**src/rtl/core/intel_hex_record_parser_top_assert.svh**
```systemverilog
// Assertion macros used by the hex record parser back end (ihex_back).
// Needs clk and rst_n in scope at the point of use.
`ifndef INTEL_HEX_RECORD_PARSER_TOP_ASSERT_SVH
`define INTEL_HEX_RECORD_PARSER_TOP_ASSERT_SVH

// antecedent implies consequent in the same cycle
`define IHEX_ASSERT_SAME(label, ante, cons, msg) \
  label: assert property (@(posedge clk) disable iff (!rst_n) (ante) |-> (cons)) \
    else $error(msg);

// antecedent implies consequent in the next cycle
`define IHEX_ASSERT_NEXT(label, ante, cons, msg) \
  label: assert property (@(posedge clk) disable iff (!rst_n) (ante) |=> (cons)) \
    else $error(msg);

`endif

```
**src/rtl/core/ihex_pkg.sv**
```systemverilog
// Shared types and constants for the hex record parser.
// No dependencies; used by every module under rtl/core.
package ihex_pkg;

  localparam int unsigned QUEUE_DEPTH = 4;

  localparam logic [7:0] COLON_CHAR  = 8'h3A;
  localparam logic [7:0] DIGIT_BIAS  = 8'd48;
  localparam logic [7:0] LOWER_BIAS  = 8'd87;
  localparam logic [7:0] UPPER_BIAS  = 8'd55;

  typedef enum logic [2:0] {
    ST_OK        = 3'd0,
    ST_CHECKSUM  = 3'd1,
    ST_EXP_HEX   = 3'd2,
    ST_EXP_COLON = 3'd3,
    ST_EOF       = 3'd4
  } status_t;

  typedef enum logic [1:0] {
    CLS_HEX   = 2'd0,
    CLS_COLON = 2'd1,
    CLS_OTHER = 2'd2,
    CLS_EOI   = 2'd3
  } char_cls_t;

  localparam logic KIND_DATA = 1'b0;
  localparam logic KIND_END  = 1'b1;

  typedef struct packed {
    logic [7:0] ch;
    logic       end_of_input;
  } in_word_t;

  typedef struct packed {
    logic        kind;
    logic [7:0]  data_byte;
    logic [7:0]  byte_index;
    logic [7:0]  record_length;
    logic [15:0] load_offset;
    logic [7:0]  record_type;
    logic [2:0]  status;
  } out_word_t;

  typedef struct packed {
    char_cls_t  cls;
    logic [3:0] nib;
  } token_t;

  typedef struct packed {
    logic   valid;
    token_t token;
  } queue_head_t;

endpackage

```
**src/rtl/core/ihex_front.sv**
```systemverilog
// Front end: classifies each input word into a token and queues it.
// Depends on ihex_pkg.
module ihex_front #(
  parameter int unsigned QDepth = ihex_pkg::QUEUE_DEPTH
) (
  input  logic                clk,
  input  logic                rst_n,
  input  logic                in_valid,
  output logic                in_stall,
  input  ihex_pkg::in_word_t  in_data,
  output ihex_pkg::queue_head_t q_head,
  input  logic                q_pop
);

  localparam int unsigned PW = (QDepth > 1) ? $clog2(QDepth) : 1;
  localparam int unsigned CW = $clog2(QDepth + 1);

  ihex_pkg::token_t q_mem [QDepth];
  logic [PW-1:0] wr_ptr_r, wr_ptr_nxt;
  logic [PW-1:0] rd_ptr_r, rd_ptr_nxt;
  logic [CW-1:0] cnt_r, cnt_nxt;
  ihex_pkg::token_t tok;
  logic push;
  logic pop;

  always_comb begin
    tok.cls = ihex_pkg::CLS_OTHER;
    tok.nib = 4'd0;
    if (in_data.end_of_input) begin
      tok.cls = ihex_pkg::CLS_EOI;
    end else if (in_data.ch == ihex_pkg::COLON_CHAR) begin
      tok.cls = ihex_pkg::CLS_COLON;
    end else if (in_data.ch >= "0" && in_data.ch <= "9") begin
      tok.cls = ihex_pkg::CLS_HEX;
      tok.nib = 4'(in_data.ch - ihex_pkg::DIGIT_BIAS);
    end else if (in_data.ch >= "a" && in_data.ch <= "f") begin
      tok.cls = ihex_pkg::CLS_HEX;
      tok.nib = 4'(in_data.ch - ihex_pkg::LOWER_BIAS);
    end else if (in_data.ch >= "A" && in_data.ch <= "F") begin
      tok.cls = ihex_pkg::CLS_HEX;
      tok.nib = 4'(in_data.ch - ihex_pkg::UPPER_BIAS);
    end
  end

  assign in_stall     = (cnt_r == CW'(QDepth));
  assign push         = in_valid && !in_stall;
  assign q_head.valid = (cnt_r != '0);
  assign q_head.token = q_mem[rd_ptr_r];
  assign pop          = q_pop && q_head.valid;

  always_comb begin
    wr_ptr_nxt = wr_ptr_r;
    rd_ptr_nxt = rd_ptr_r;
    cnt_nxt    = cnt_r;
    if (push) begin
      wr_ptr_nxt = (wr_ptr_r == PW'(QDepth - 1)) ? '0 : wr_ptr_r + PW'(1);
    end
    if (pop) begin
      rd_ptr_nxt = (rd_ptr_r == PW'(QDepth - 1)) ? '0 : rd_ptr_r + PW'(1);
    end
    if (push && !pop) begin
      cnt_nxt = cnt_r + CW'(1);
    end else if (pop && !push) begin
      cnt_nxt = cnt_r - CW'(1);
    end
  end

  always_ff @(posedge clk) begin
    if (!rst_n) begin
      wr_ptr_r <= '0;
      rd_ptr_r <= '0;
      cnt_r    <= '0;
    end else begin
      wr_ptr_r <= wr_ptr_nxt;
      rd_ptr_r <= rd_ptr_nxt;
      cnt_r    <= cnt_nxt;
    end
  end

  always_ff @(posedge clk) begin
    if (push) begin
      q_mem[wr_ptr_r] <= tok;
    end
  end

endmodule

```
**src/rtl/core/ihex_back.sv**
```systemverilog
// Back end: record parser state machine and output register.
// Depends on ihex_pkg and the assertion macro header.
`include "intel_hex_record_parser_top_assert.svh"

module ihex_back (
  input  logic                  clk,
  input  logic                  rst_n,
  input  ihex_pkg::queue_head_t q_head,
  output logic                  q_pop,
  output logic                  out_valid,
  input  logic                  out_stall,
  output ihex_pkg::out_word_t   out_data
);

  typedef enum logic [2:0] {
    PH_HUNT = 3'd0,
    PH_LEN  = 3'd1,
    PH_OFS  = 3'd2,
    PH_TYPE = 3'd3,
    PH_DATA = 3'd4,
    PH_SUM  = 3'd5
  } phase_t;

  phase_t      phase_r, phase_nxt;
  logic        hi_r, hi_nxt;
  logic [3:0]  pend_r, pend_nxt;
  logic        ofs_cnt_r, ofs_cnt_nxt;
  logic [7:0]  len_r, len_nxt;
  logic [15:0] ofs_r, ofs_nxt;
  logic [7:0]  typ_r, typ_nxt;
  logic [7:0]  sum_r, sum_nxt;
  logic [7:0]  dcnt_r, dcnt_nxt;
  logic        err_r, err_nxt;
  logic        out_valid_r, out_valid_nxt;
  ihex_pkg::out_word_t out_r, out_nxt;

  logic       emit;
  logic [7:0] byte_val;
  logic [7:0] sum_add;
  logic [7:0] dcnt_inc;
  ihex_pkg::token_t tok;

  assign tok      = q_head.token;
  assign q_pop    = q_head.valid && (!out_valid_r || !out_stall);
  assign byte_val = {pend_r, tok.nib};
  assign sum_add  = sum_r + byte_val;
  assign dcnt_inc = dcnt_r + 8'd1;

  always_comb begin
    phase_nxt   = phase_r;
    hi_nxt      = hi_r;
    pend_nxt    = pend_r;
    ofs_cnt_nxt = ofs_cnt_r;
    len_nxt     = len_r;
    ofs_nxt     = ofs_r;
    typ_nxt     = typ_r;
    sum_nxt     = sum_r;
    dcnt_nxt    = dcnt_r;
    err_nxt     = err_r;
    emit        = 1'b0;
    out_nxt.kind          = ihex_pkg::KIND_END;
    out_nxt.data_byte     = 8'd0;
    out_nxt.byte_index    = 8'd0;
    out_nxt.record_length = len_r;
    out_nxt.load_offset   = ofs_r;
    out_nxt.record_type   = typ_r;
    out_nxt.status        = ihex_pkg::ST_OK;

    if (q_pop && !err_r) begin
      if (phase_r == PH_HUNT) begin
        if (tok.cls == ihex_pkg::CLS_EOI) begin
          emit           = 1'b1;
          err_nxt        = 1'b1;
          out_nxt.status = ihex_pkg::ST_EOF;
        end else if (tok.cls == ihex_pkg::CLS_COLON) begin
          phase_nxt   = PH_LEN;
          hi_nxt      = 1'b0;
          pend_nxt    = 4'd0;
          ofs_cnt_nxt = 1'b0;
          len_nxt     = 8'd0;
          ofs_nxt     = 16'd0;
          typ_nxt     = 8'd0;
          sum_nxt     = 8'd0;
          dcnt_nxt    = 8'd0;
        end else if (tok.cls == ihex_pkg::CLS_HEX) begin
          emit           = 1'b1;
          err_nxt        = 1'b1;
          out_nxt.status = ihex_pkg::ST_EXP_COLON;
        end
      end else if (tok.cls != ihex_pkg::CLS_HEX) begin
        emit           = 1'b1;
        err_nxt        = 1'b1;
        out_nxt.status = ihex_pkg::ST_EXP_HEX;
      end else if (!hi_r) begin
        pend_nxt = tok.nib;
        hi_nxt   = 1'b1;
      end else begin
        hi_nxt   = 1'b0;
        pend_nxt = 4'd0;
        case (phase_r)
          PH_LEN: begin
            len_nxt     = byte_val;
            sum_nxt     = sum_add;
            ofs_cnt_nxt = 1'b0;
            phase_nxt   = PH_OFS;
          end
          PH_OFS: begin
            sum_nxt = sum_add;
            if (!ofs_cnt_r) begin
              ofs_nxt     = {byte_val, 8'd0};
              ofs_cnt_nxt = 1'b1;
            end else begin
              ofs_nxt     = {ofs_r[15:8], byte_val};
              ofs_cnt_nxt = 1'b0;
              phase_nxt   = PH_TYPE;
            end
          end
          PH_TYPE: begin
            typ_nxt   = byte_val;
            sum_nxt   = sum_add;
            dcnt_nxt  = 8'd0;
            phase_nxt = (len_r == 8'd0) ? PH_SUM : PH_DATA;
          end
          PH_DATA: begin
            sum_nxt            = sum_add;
            dcnt_nxt           = dcnt_inc;
            if (dcnt_inc == len_r) begin
              phase_nxt = PH_SUM;
            end
            emit               = 1'b1;
            out_nxt.kind       = ihex_pkg::KIND_DATA;
            out_nxt.data_byte  = byte_val;
            out_nxt.byte_index = dcnt_r;
          end
          default: begin
            phase_nxt = PH_HUNT;
            emit      = 1'b1;
            if (sum_add != 8'd0) begin
              err_nxt        = 1'b1;
              out_nxt.status = ihex_pkg::ST_CHECKSUM;
            end
          end
        endcase
      end
    end

    out_valid_nxt = q_pop ? emit : (out_valid_r && out_stall);
  end

  always_ff @(posedge clk) begin
    if (!rst_n) begin
      phase_r     <= PH_HUNT;
      hi_r        <= 1'b0;
      pend_r      <= 4'd0;
      ofs_cnt_r   <= 1'b0;
      len_r       <= 8'd0;
      ofs_r       <= 16'd0;
      typ_r       <= 8'd0;
      sum_r       <= 8'd0;
      dcnt_r      <= 8'd0;
      err_r       <= 1'b0;
      out_valid_r <= 1'b0;
    end else begin
      phase_r     <= phase_nxt;
      hi_r        <= hi_nxt;
      pend_r      <= pend_nxt;
      ofs_cnt_r   <= ofs_cnt_nxt;
      len_r       <= len_nxt;
      ofs_r       <= ofs_nxt;
      typ_r       <= typ_nxt;
      sum_r       <= sum_nxt;
      dcnt_r      <= dcnt_nxt;
      err_r       <= err_nxt;
      out_valid_r <= out_valid_nxt;
    end
    if (q_pop && emit) begin
      out_r <= out_nxt;
    end
  end

  assign out_valid = out_valid_r;
  assign out_data  = out_r;

  `IHEX_ASSERT_NEXT(a_err_sticky, err_r, err_r, "error latch cleared without reset")
  `IHEX_ASSERT_NEXT(a_no_out_after_err, err_r && !out_valid_r, !out_valid_r,
                    "result emitted after error latched")
  `IHEX_ASSERT_SAME(a_data_ok, out_valid_r && out_r.kind == ihex_pkg::KIND_DATA,
                    out_r.status == ihex_pkg::ST_OK, "data word with nonzero status")
  `IHEX_ASSERT_SAME(a_data_len, phase_r == PH_DATA, len_r != 8'd0,
                    "data phase entered with zero length")

endmodule

```
**src/rtl/core/intel_hex_record_parser_top.sv**
```systemverilog
// Hex record parser: one character in, at most one result word out, per unstalled cycle.
// Result path from input accept: queue write, then parser register.
// Throughput: 1 word per cycle when not stalled, set by the parser step in the back end.
// Queue holds QDepth words, so either side may stall without stopping the other.
// Reset: synchronous active low rst_n clears queue, parser state and error latch at once.
// Depends on ihex_pkg, ihex_front and ihex_back.
module intel_hex_record_parser_top #(
  parameter int unsigned QDepth = ihex_pkg::QUEUE_DEPTH
) (
  input  logic                clk,
  input  logic                rst_n,
  input  logic                in_valid,
  output logic                in_stall,
  input  ihex_pkg::in_word_t  in_data,
  output logic                out_valid,
  input  logic                out_stall,
  output ihex_pkg::out_word_t out_data
);

  ihex_pkg::queue_head_t q_head;
  logic q_pop;

  ihex_front #(
    .QDepth (QDepth)
  ) u_front (
    .clk      (clk),
    .rst_n    (rst_n),
    .in_valid (in_valid),
    .in_stall (in_stall),
    .in_data  (in_data),
    .q_head   (q_head),
    .q_pop    (q_pop)
  );

  ihex_back u_back (
    .clk       (clk),
    .rst_n     (rst_n),
    .q_head    (q_head),
    .q_pop     (q_pop),
    .out_valid (out_valid),
    .out_stall (out_stall),
    .out_data  (out_data)
  );

endmodule

```
**config.mk**
```make
export PLATFORM = sky130hd
export DESIGN_NAME = intel_hex_record_parser_top
export DESIGN_NICKNAME = d
export VERILOG_FILES = /design/src/rtl/core/ihex_pkg.sv /design/src/rtl/core/ihex_front.sv /design/src/rtl/core/ihex_back.sv /design/src/rtl/core/intel_hex_record_parser_top.sv
export VERILOG_INCLUDE_DIRS = /design/src /design/src/rtl/core
export SDC_FILE = /design/constraint.sdc
export NUM_CORES = 1
export LEC_CHECK = 0
export BUFFER_PORTS_ARGS = -buffer_cell sky130_fd_sc_hd__buf_4
export CORE_ASPECT_RATIO = 1.25
export CORE_UTILIZATION = 61
export CTS_BUF_LIST = sky130_fd_sc_hd__clkbuf_8
export CTS_CLUSTER_DIAMETER = 150
export DETAILED_ROUTE_END_ITERATION = 8
export GPL_TIMING_DRIVEN = 0
export PLACE_DENSITY = 0.93
export SYNTH_ARGS = -nofsm -noshare
export SYNTH_HDL_FRONTEND = slang
export SYNTH_HIERARCHICAL = 1
export SYNTH_SLANG_ARGS = --single-unit
export TNS_END_PERCENT = 100
```
**constraint.sdc**
```tcl
create_clock -name clk -period 7.58 [get_ports clk]
set_input_delay 1.137 -clock clk [delete_from_list [all_inputs] [get_ports clk]]
set_output_delay 1.137 -clock clk [all_outputs]
set_load 0.01 [all_outputs]
```
Word level (Yosys, flattened, before mapping). Memories as Yosys holds them, arrays and structs flattened. A register that Yosys moved wholly into a read port is not among the register bits. Cells that the tools add are included.

Bits in registers: 118. Bits in latches: 0. Bits in writable memories: 24. Memory bits (read-only): 0. Input bits: 13. Output and inout bits: 54. Logic and storage cells: 199. Memories: 1.

Memory list: u_front.q_mem (depth 4, bits a word 6, rd ports 1, clocked after memory_dff 1, write ports 1, RTL line ihex_front.sv:18) `ihex_pkg::token_t q_mem [QDepth];`.

Add/sub/neg operators: 9. Multipliers: 0. Divide/modulo/power cells: 0. $lt $le $gt $ge: 6. Equal/unequal tests: 20. Shifts and indexed selects: 0. Muxes and demuxes: 90. Bitwise gates (word level): 3. Reductions and logical operators: 48.

Operators by type and width (number): $mux 8 (17); $mux 16 (7); $mux 3 (15); $reduce_and 6->1 (7); $mux 1 (30); $mux 4 (7); $mux 6 (3); $mux 17 (1); $ge 8x7->1 const B (2); $le 8x7->1 const B (2); $pmux 8 s2 (1); $reduce_bool 3->1 (5); $mux 2 (7); $reduce_and 7->1 (2); $reduce_bool 2->1 (7); $pmux 3 s4 (1); $logic_and 1x1->1 (11); $ne 3x1->1 const B (3); $add 8x1->8 const B (1); $add 8x8->8 (1); $eq 8x6->1 const B (1); $eq 8x8->1 (1); $ge 8x6->1 const B (1); $le 8x6->1 const B (1); other kinds (25) (42).

Logic depth before layout (Yosys ltp). Gate-level depths: netlist of run 1.

Depth after elaboration: 8. Gate-level depth with buffers: 12. Gate-level depth less buffers: 10.

Modules after synthesis. Netlist of run 1, hierarchy kept.

By module, submodules not included: ihex_back (times used 1, cells an instance 473, area an instance 4889.7 um^2, sequential area each 2742.6 um^2); ihex_front (times used 1, cells an instance 109, area an instance 1564.0 um^2, sequential area each 900.9 um^2).

Worst setup path after synthesis of run 1. No wires, ideal clock.

Kind: input -> register. Start: input port out_stall. End: register u_back.out_r, in the netlist u_back/out_data[0], enable pin. Setup time: 0.559 ns. Data arrival time: 5.788 ns. Data required time: 7.021 ns. Slack: 1.234 ns. Cell stages on the path: 4. Path buffers: 1. Path through: a21bo_2 or2_1 clkbuf_1 a311oi_1.

Word-level cells in the longest chain between the ends: 6.

RTL lines: start: declaration (RTL line intel_hex_record_parser_top.sv:16) `input logic out_stall,`; $logic_not 1->1 * (RTL line ihex_back.sv:44) `assign q_pop = q_head.valid && (!out_valid_r || !out_stall);`; $logic_or 1x1->1 * (RTL line ihex_back.sv:44); $logic_and 1x1->1 * (RTL line ihex_back.sv:44); $logic_and 1x1->1 (RTL line ihex_back.sv:69) `if (q_pop && !err_r) begin`; $mux 1 (RTL line ihex_back.sv:69); $logic_and 1x1->1 * (RTL line ihex_back.sv:176) `if (q_pop && emit) begin`; end signal: assignment (RTL line ihex_back.sv:177) `out_r <= out_nxt;`; end: declaration (RTL line ihex_back.sv:35) `ihex_pkg::out_word_t out_r, out_nxt;`.

Every way passes the cells marked *; elsewhere a longest branch is shown, timed or not. A chain may end at the register's enable or synchronous reset.

==> key figures, run 1 <==
Synthesis
  • Synth Register Bits: 144
  • Synth area leaders: edfxtp_1 35%, dfxtp_1 21%, ha_1 4.1%
  • Mapped Avg Cell Area: 11.1 µm²
  • Syn Inst Count: 582
  • Netlist cell types: 64
  • Synth warn: 6
  • Top_reg_cell synth: edfxtp_1
  • Dominant cell type by area after synthesis: edfxtp_1
  • Synth top area share: 0.354
  • Sequential element share of the synthesized area: 0.565
  • Synthesized area: 6450 µm²
  • Number of synthesized flops with an enable pin: 76
  • Async SR Flop Fraction: 0
  • Synth Net Count: 618

Floorplanning
  • Die X: 94 µm
  • Die height: 117 µm
  • Initial Util: 0.632
  • Core box area: 10200 µm²
  • I/O pins: 67
  • # rows: 41
  • Die ar.: 11000 µm²

Global route
  • Met3 Usage GRT: 0.0730
  • GRT met1 Usage: 0.318
  • Met2 Track Usage GR: 0.503
  • Initial antenna violation count: 0
  • GRT Total Usage: 0.290
  • Largest net degree at the start of global routing: 22
  • GRT busiest layer: met2
  • Global-route congestion overflow total: 0
  • Vias in the first global route: 4825
  • Wire length of the first global-routing pass: 23700 µm

Routing
  • Vias: 4953
  • DRC Markers: 0
  • Antenna viol nets, final: 0
  • Via density: 6.11
  • DR pass1 iterations: 5
  • Average wire per standard cell: 18.3 µm
  • Iteration-0 DRC Markers: 454
  • Final wirelength: 14800 µm

Worst setup path
  • Max stage delay on crit path: 0.82 ns
  • Critical-path cell list: buf_2 > mux4_2 > inv_1 > ha_1 > clkbuf_1 > o31a_1 > a21oi_1 > a211oi_1 > buf_2 > o21ai_0 > a311oi_1
  • Crit path arrival time: 4.10 ns
  • Buf+Inv Stages, Crit Path: 4
  • Critical Path Fanout Max: 10
  • Internal reg-to-reg setup slack: 3.83 ns
  • Worst Reg-to-Reg Cells: 11
  • Most used cell, CP: buf_2
  • WS Path Type: register to register
  • CP Launch Type: register
  • Top cell family by delay on the critical path: compound AO/OA/AOI/OAI gates
  • WP data required: 7.93 ns
  • Critical Path Sink Type: register
  • Reg2Reg Capture Point: u_back/sum_r[7]
  • CP max stage cell: a211oi_1

Timing
  • Fin crit period: 3.75 ns
  • Fmax: 0.267 GHz
  • Final Setup Violations: 0
  • Tcrit/Tclk final: 0.495
  • Slew Limit Fails: 0
  • RSZ-0062 raised after global routing: no
  • Clk_skew: 0.0132 ns
  • Worst Tran Pin Value: 0.992 ns
  • Setup TNS: 0 ns
  • Worst slew margin: 0.335
  • Hold Vio Cnt, Final: 0

Cells and area
  • N_diodes: 0
  • Post-Layout Cell Count: 811
  • Layout cells sized above 1: 0.195
  • Area delta synth->final: 17.6%
  • FF/Latch Area: 3640 µm²
  • Final net count: 705
  • # fillers: 654
  • Area occupied by multi-input gates: 2630 µm²

Power
  • P_leak: 2.76 nW
  • Max VDD drop: 0.233 mV
  • PwrDens: 325 nW/µm²

Clocking
  • Hold-fix buffers at CTS: 0
  • TritonCTS buffer count: 17
  • Clock tree buffer depth: 2
  • Root buffer cell: clkbuf_8
  • Clock transition at path regs: 0.08 ns
  • Gates resized, CTS repair: 0
  • Post CTS Setup Buffer Count: 0
  • CTS tree: yes
  • Clock sinks: 144
  • Clock latency on the worst-skew pair: 0.45 ns
  • H-Tree Depth: 4

Placement
  • Placed cell count: 779
  • Buffers added on ports: 66
  • Detailed Place HPWL: 10200 µm
  • GP Congestion: 0.915

Run
  • Max Cap Viol: 0

Min path
  • Worst hold path depth: 0
  • Hold Path Class: register to register
  • Worst hold start: u_back/ofs_r[1]
  • Hold Path End: u_back/out_data[12]

Run status
  • Status: finished, final reports clean
## cells in the final DEF (no fill, tap or decap), drive strengths merged, types with 5 or more instances in the layout
| master | count |
|---|---|
| buf | 76 |
| a21boi | 10 |
| nor2b | 6 |
| nand3b | 5 |
| nand2 | 58 |
| nand2b | 12 |
| a21oi | 42 |
| and2 | 23 |
| xor2 | 5 |
| nor3 | 10 |
| mux4 | 6 |
| ha | 21 |
| mux2i | 5 |
| edfxtp | 76 |
| xnor2 | 15 |
| inv | 20 |
| or3 | 10 |
| o22ai | 9 |
| and3 | 6 |
| o21ai | 22 |
| dfxtp | 68 |
| a31oi | 5 |
| nand3 | 44 |
| nor2 | 26 |
| clkbuf | 41 |
## per-stage QoR
stage	cell area (µm²)	setup slack, ns	hold slack, ns	util	total power [mW]
global placement	7110	-0.382	0.415	0.697	1.79
CTS	7590	3.87	0.444	0.743	2.48
finish	7590	3.83	0.432	0.743	2.47
global route	7590	3.63	0.448	0.743	2.58
detailed placement	7160	3.93	0.419	0.701	1.83
floorplan	6450	1.23	0.408	-	1.51
## worst max path at each step
| stage | startpoint | end | cells past startpoint |
|---|---|---|---|
| after floorplan | out_stall | u_back/out_data[0] | 4 |
| after global placement | out_stall | u_back/out_data[42] | 5 |
| after detailed placement | register | u_back/sum_r[7] | 11 |
| after CTS | register | u_back/sum_r[7] | 11 |
| after global routing | register | u_back/sum_r[7] | 11 |
| final | register | u_back/sum_r[7] | 11 |
## cell usage after synthesis (13+ instances only)
master	n
nand3_1	44
and2_1	22
ha_1	21
dfxtp_1	68
nor2_1	26
nand2_1	58
edfxtp_1	76
xnor2_1	15
o21ai_0	21
a21oi_1	41
clkbuf_1	23
inv_1	13
## cell families after synthesis
group	after synthesis	share of synthesized area
fa+ha+maj	23	0.0469
flops	144	0.565
simple gates	216	0.176
xor+xnor	20	0.0271
compound gates	120	0.124
buf+inv	47	0.0306
mux	12	0.0304
## cell type report
class                           count  area share
Clock inverter                     15      0.0257
Buffer                             32      0.0183
Timing Repair Buffer               68      0.0693
Sequential cell                   144       0.480
Tap cell                          129      0.0213
Multi-Input combinational cell    391       0.347
Inverter                           15     0.00775
Clock buffer                       17      0.0308
## registers in the layout, summed over array words and instances, names as in the netlist, named ones only
signal and flops:
u_front/q_mem 24, u_front/wr_ptr_r 2, u_back/ofs_cnt_r 1, u_back/ofs_r 16
u_back/dcnt_r 8, u_back/err_r 1, u_back/len_r 8, u_front/rd_ptr_r 2
u_back/hi_r 1, u_back/sum_r 8, u_back/out_data 52, u_back/out_valid 1
u_back/typ_r 8, u_back/phase_r 3, u_back/pend_r 4, u_front/cnt_r 3
## report_power, final
| group | leakage (nW) | switching, mW | internal, mW | total (mW) |
|---|---|---|---|---|
| clock | 0.220 | 0.294 | 0.358 | 0.651 |
| combinational | 1.28 | 0.432 | 0.305 | 0.738 |
| sequential | 1.26 | 0.0555 | 1.02 | 1.08 |
## layer usage
metal / up-vias / routed length [µm]
li1: 2292 / -
met1: 2348 / 5410
met2: 251 / 7710
met3: 62 / 991
met4: 0 / 716
met5: - / 0
(Power assumes the default switching activity.)
==> inputs of run 2 (changes only) <==
clock period = 3.55 ns   (was 7.58 ns; I/O delays follow)
==> run 2 against run 1 <==
  * Die area unchanged
  * Largest cell class unchanged
  * Maximum frequency rose by 9.1%
  * Hold slack lost 0.083 ns
==> key figures, run 2 (synthesized netlist as in run 1, its figures left out) <==
Run status
  • Status: finished, final reports clean

Cells and area
  • N_diodes: 0
  • Post-Layout Cell Count: 815
  • Max reg flops: 52
  • Most common cell after layout, fill and taps aside: edfxtp_1
  • Post-route cell area: 7640 µm²
  • Layout cells sized above 1: 0.210
  • Commonest non-fill, non-tap cells in the layout: 76 x edfxtp_1, 71 x buf_4, 68 x dfxtp_1, 58 x nand2_1, 44 x nand3_1
  • Fin util: 0.748
  • Area delta synth->final: 18.4%
  • Final net count: 709

Worst setup path
  • WP data required: 3.71 ns
  • Max stage delay on crit path: 0.66 ns
  • Critical Path Sink Type: register
  • Reg2Reg Capture Point: u_back/out_data[0]
  • CP max stage cell: mux4_2
  • Critical-path cell list: buf_2 > mux4_2 > ha_1 > fa_1 > a211oi_2 > o21bai_1 > a21oi_2 > xnor2_1 > nor4_2 > a31oi_1
  • CP Launch Type: register
  • Crit path arrival time: 3.59 ns
  • Critical Path Fanout Max: 6
  • Internal reg-to-reg setup slack: 0.11 ns
  • WS Path Type: register to register
  • Worst Reg-to-Reg Cells: 10

Clocking
  • Clock tree buffer depth: 2
  • TritonCTS buffer count: 17
  • CTS tree: yes
  • H-Tree Depth: 4
  • Clock sinks: 144
  • Clock latency on the worst-skew pair: 0.44 ns
  • Clock transition at path regs: 0.08 ns
  • Root buffer cell: clkbuf_8

Power
  • P_leak: 2.78 nW
  • Total power: 5.31 mW
  • PwrDens: 695 nW/µm²
  • Max VDD drop: 0.514 mV

Timing
  • Fmax: 0.291 GHz
  • Worst slew margin: 0.273
  • Clk_skew: 0.00859 ns
  • Fin crit period: 3.44 ns
  • PnR worst setup slack: 0.113 ns
  • Setup TNS: 0 ns
  • Hold_ws: 0.348 ns
  • Slew Limit Fails: 0
  • Final Setup Violations: 0
  • Worst Tran Pin Value: 1.09 ns
  • Hold Vio Cnt, Final: 0
  • Tcrit/Tclk final: 0.968

Min path
  • Worst hold start: rst_n
  • Hold Path Class: primary input to register
  • Worst hold path depth: 2
  • Hold Path End: u_front/cnt_r[0]

Floorplanning
  • Core box area: 10200 µm²
  • # rows: 41
  • Die X: 94 µm
  • I/O pins: 67
  • Initial Util: 0.632
  • Die ar.: 11000 µm²
  • Die height: 117 µm

Routing
  • Average wire per standard cell: 18.5 µm
  • DRC Markers: 0
  • Vias: 5035
  • Via density: 6.18
  • Final wirelength: 15100 µm
  • DR pass1 iterations: 5
  • Iteration-0 DRC Markers: 554
  • Antenna viol nets, final: 0

Global route
  • Largest net degree at the start of global routing: 21
  • GRT Total Usage: 0.287
  • Initial antenna violation count: 0
  • Wire length of the first global-routing pass: 23500 µm
  • Vias in the first global route: 4839
  • Global-route congestion overflow total: 0

Placement
  • Buffers added on ports: 66
  • DP Area: 7160 µm²
  • GP Congestion: 0.923
  • Detailed Place HPWL: 10400 µm
  • Post-place setup slack: -0.0639 ns
  • Placed cell count: 779

Run
  • Max Cap Viol: 0
-- run 2: changes by cell type in the layout (fill, tap and decap cells not counted), sizes merged --
cell    before  now
inv         20   22
clkbuf      41   42
clkinv       4    2
bufinv       4    3
buf         76   80
-- run 2: layer usage --
metal	share of wire	up-vias	GRT usage
li1	-	2300	-
met1	0.36	2409	0.309
met2	0.53	262	0.521
met3	0.064	64	0.0607
met4	0.043	0	0.163
met5	0	-	0
-- run 2: how the worst max path moves through the flow --
stage / startpoint / endpoint / slack, ns / cells past startpoint
floorplan: register / u_back/out_data[0] / 0.16 / 7
global placement: register / u_back/out_data[34] / -0.44 / 7
detailed placement: register / u_back/out_data[0] / -0.06 / 10
CTS: register / u_back/out_data[0] / 0.004 / 10
global route: register / u_back/out_data[39] / -0.008 / 12
finish: register / u_back/out_data[0] / 0.11 / 10
-- run 2: timing repair --
action                     in CTS  in global routing
setup endpoints to repair       2                 22
pin swaps                       0                  2
hold buffers                    0                  0
resized for setup               2                  3
setup buffers                   0                  4
hold endpoints to repair        0                  0
-- run 2: cell type report --
type	count	area, µm²
fill	670	2570
timing repair buffer	72	556
buffer	32	139
clock buffer	18	248
multi-input combinational	391	2660
inverter	15	58.8
clock inverter	14	178
tap	129	161
sequential	144	3640
-- run 2: critical path: cells and delay by family (launching register included) --
family / cells / cell delay [ns]
buffers and inverters: 1 / 0.23
flip-flops: 1 / 0.31
AO/OA/AOI/OAI: 4 / 0.75
multiplexers: 1 / 0.66
AND/OR/NAND/NOR: 1 / 0.36
adder cells (fa/ha/maj): 2 / 0.71
XOR/XNOR: 1 / 0.12
-- run 2: report_power, final --
part | internal (mW) | switching (mW) | leakage, nW
combinational | 0.674 | 0.941 | 1.30
sequential | 2.18 | 0.129 | 1.26
clock | 0.727 | 0.653 | 0.213
total | 3.58 | 1.72 | 2.78
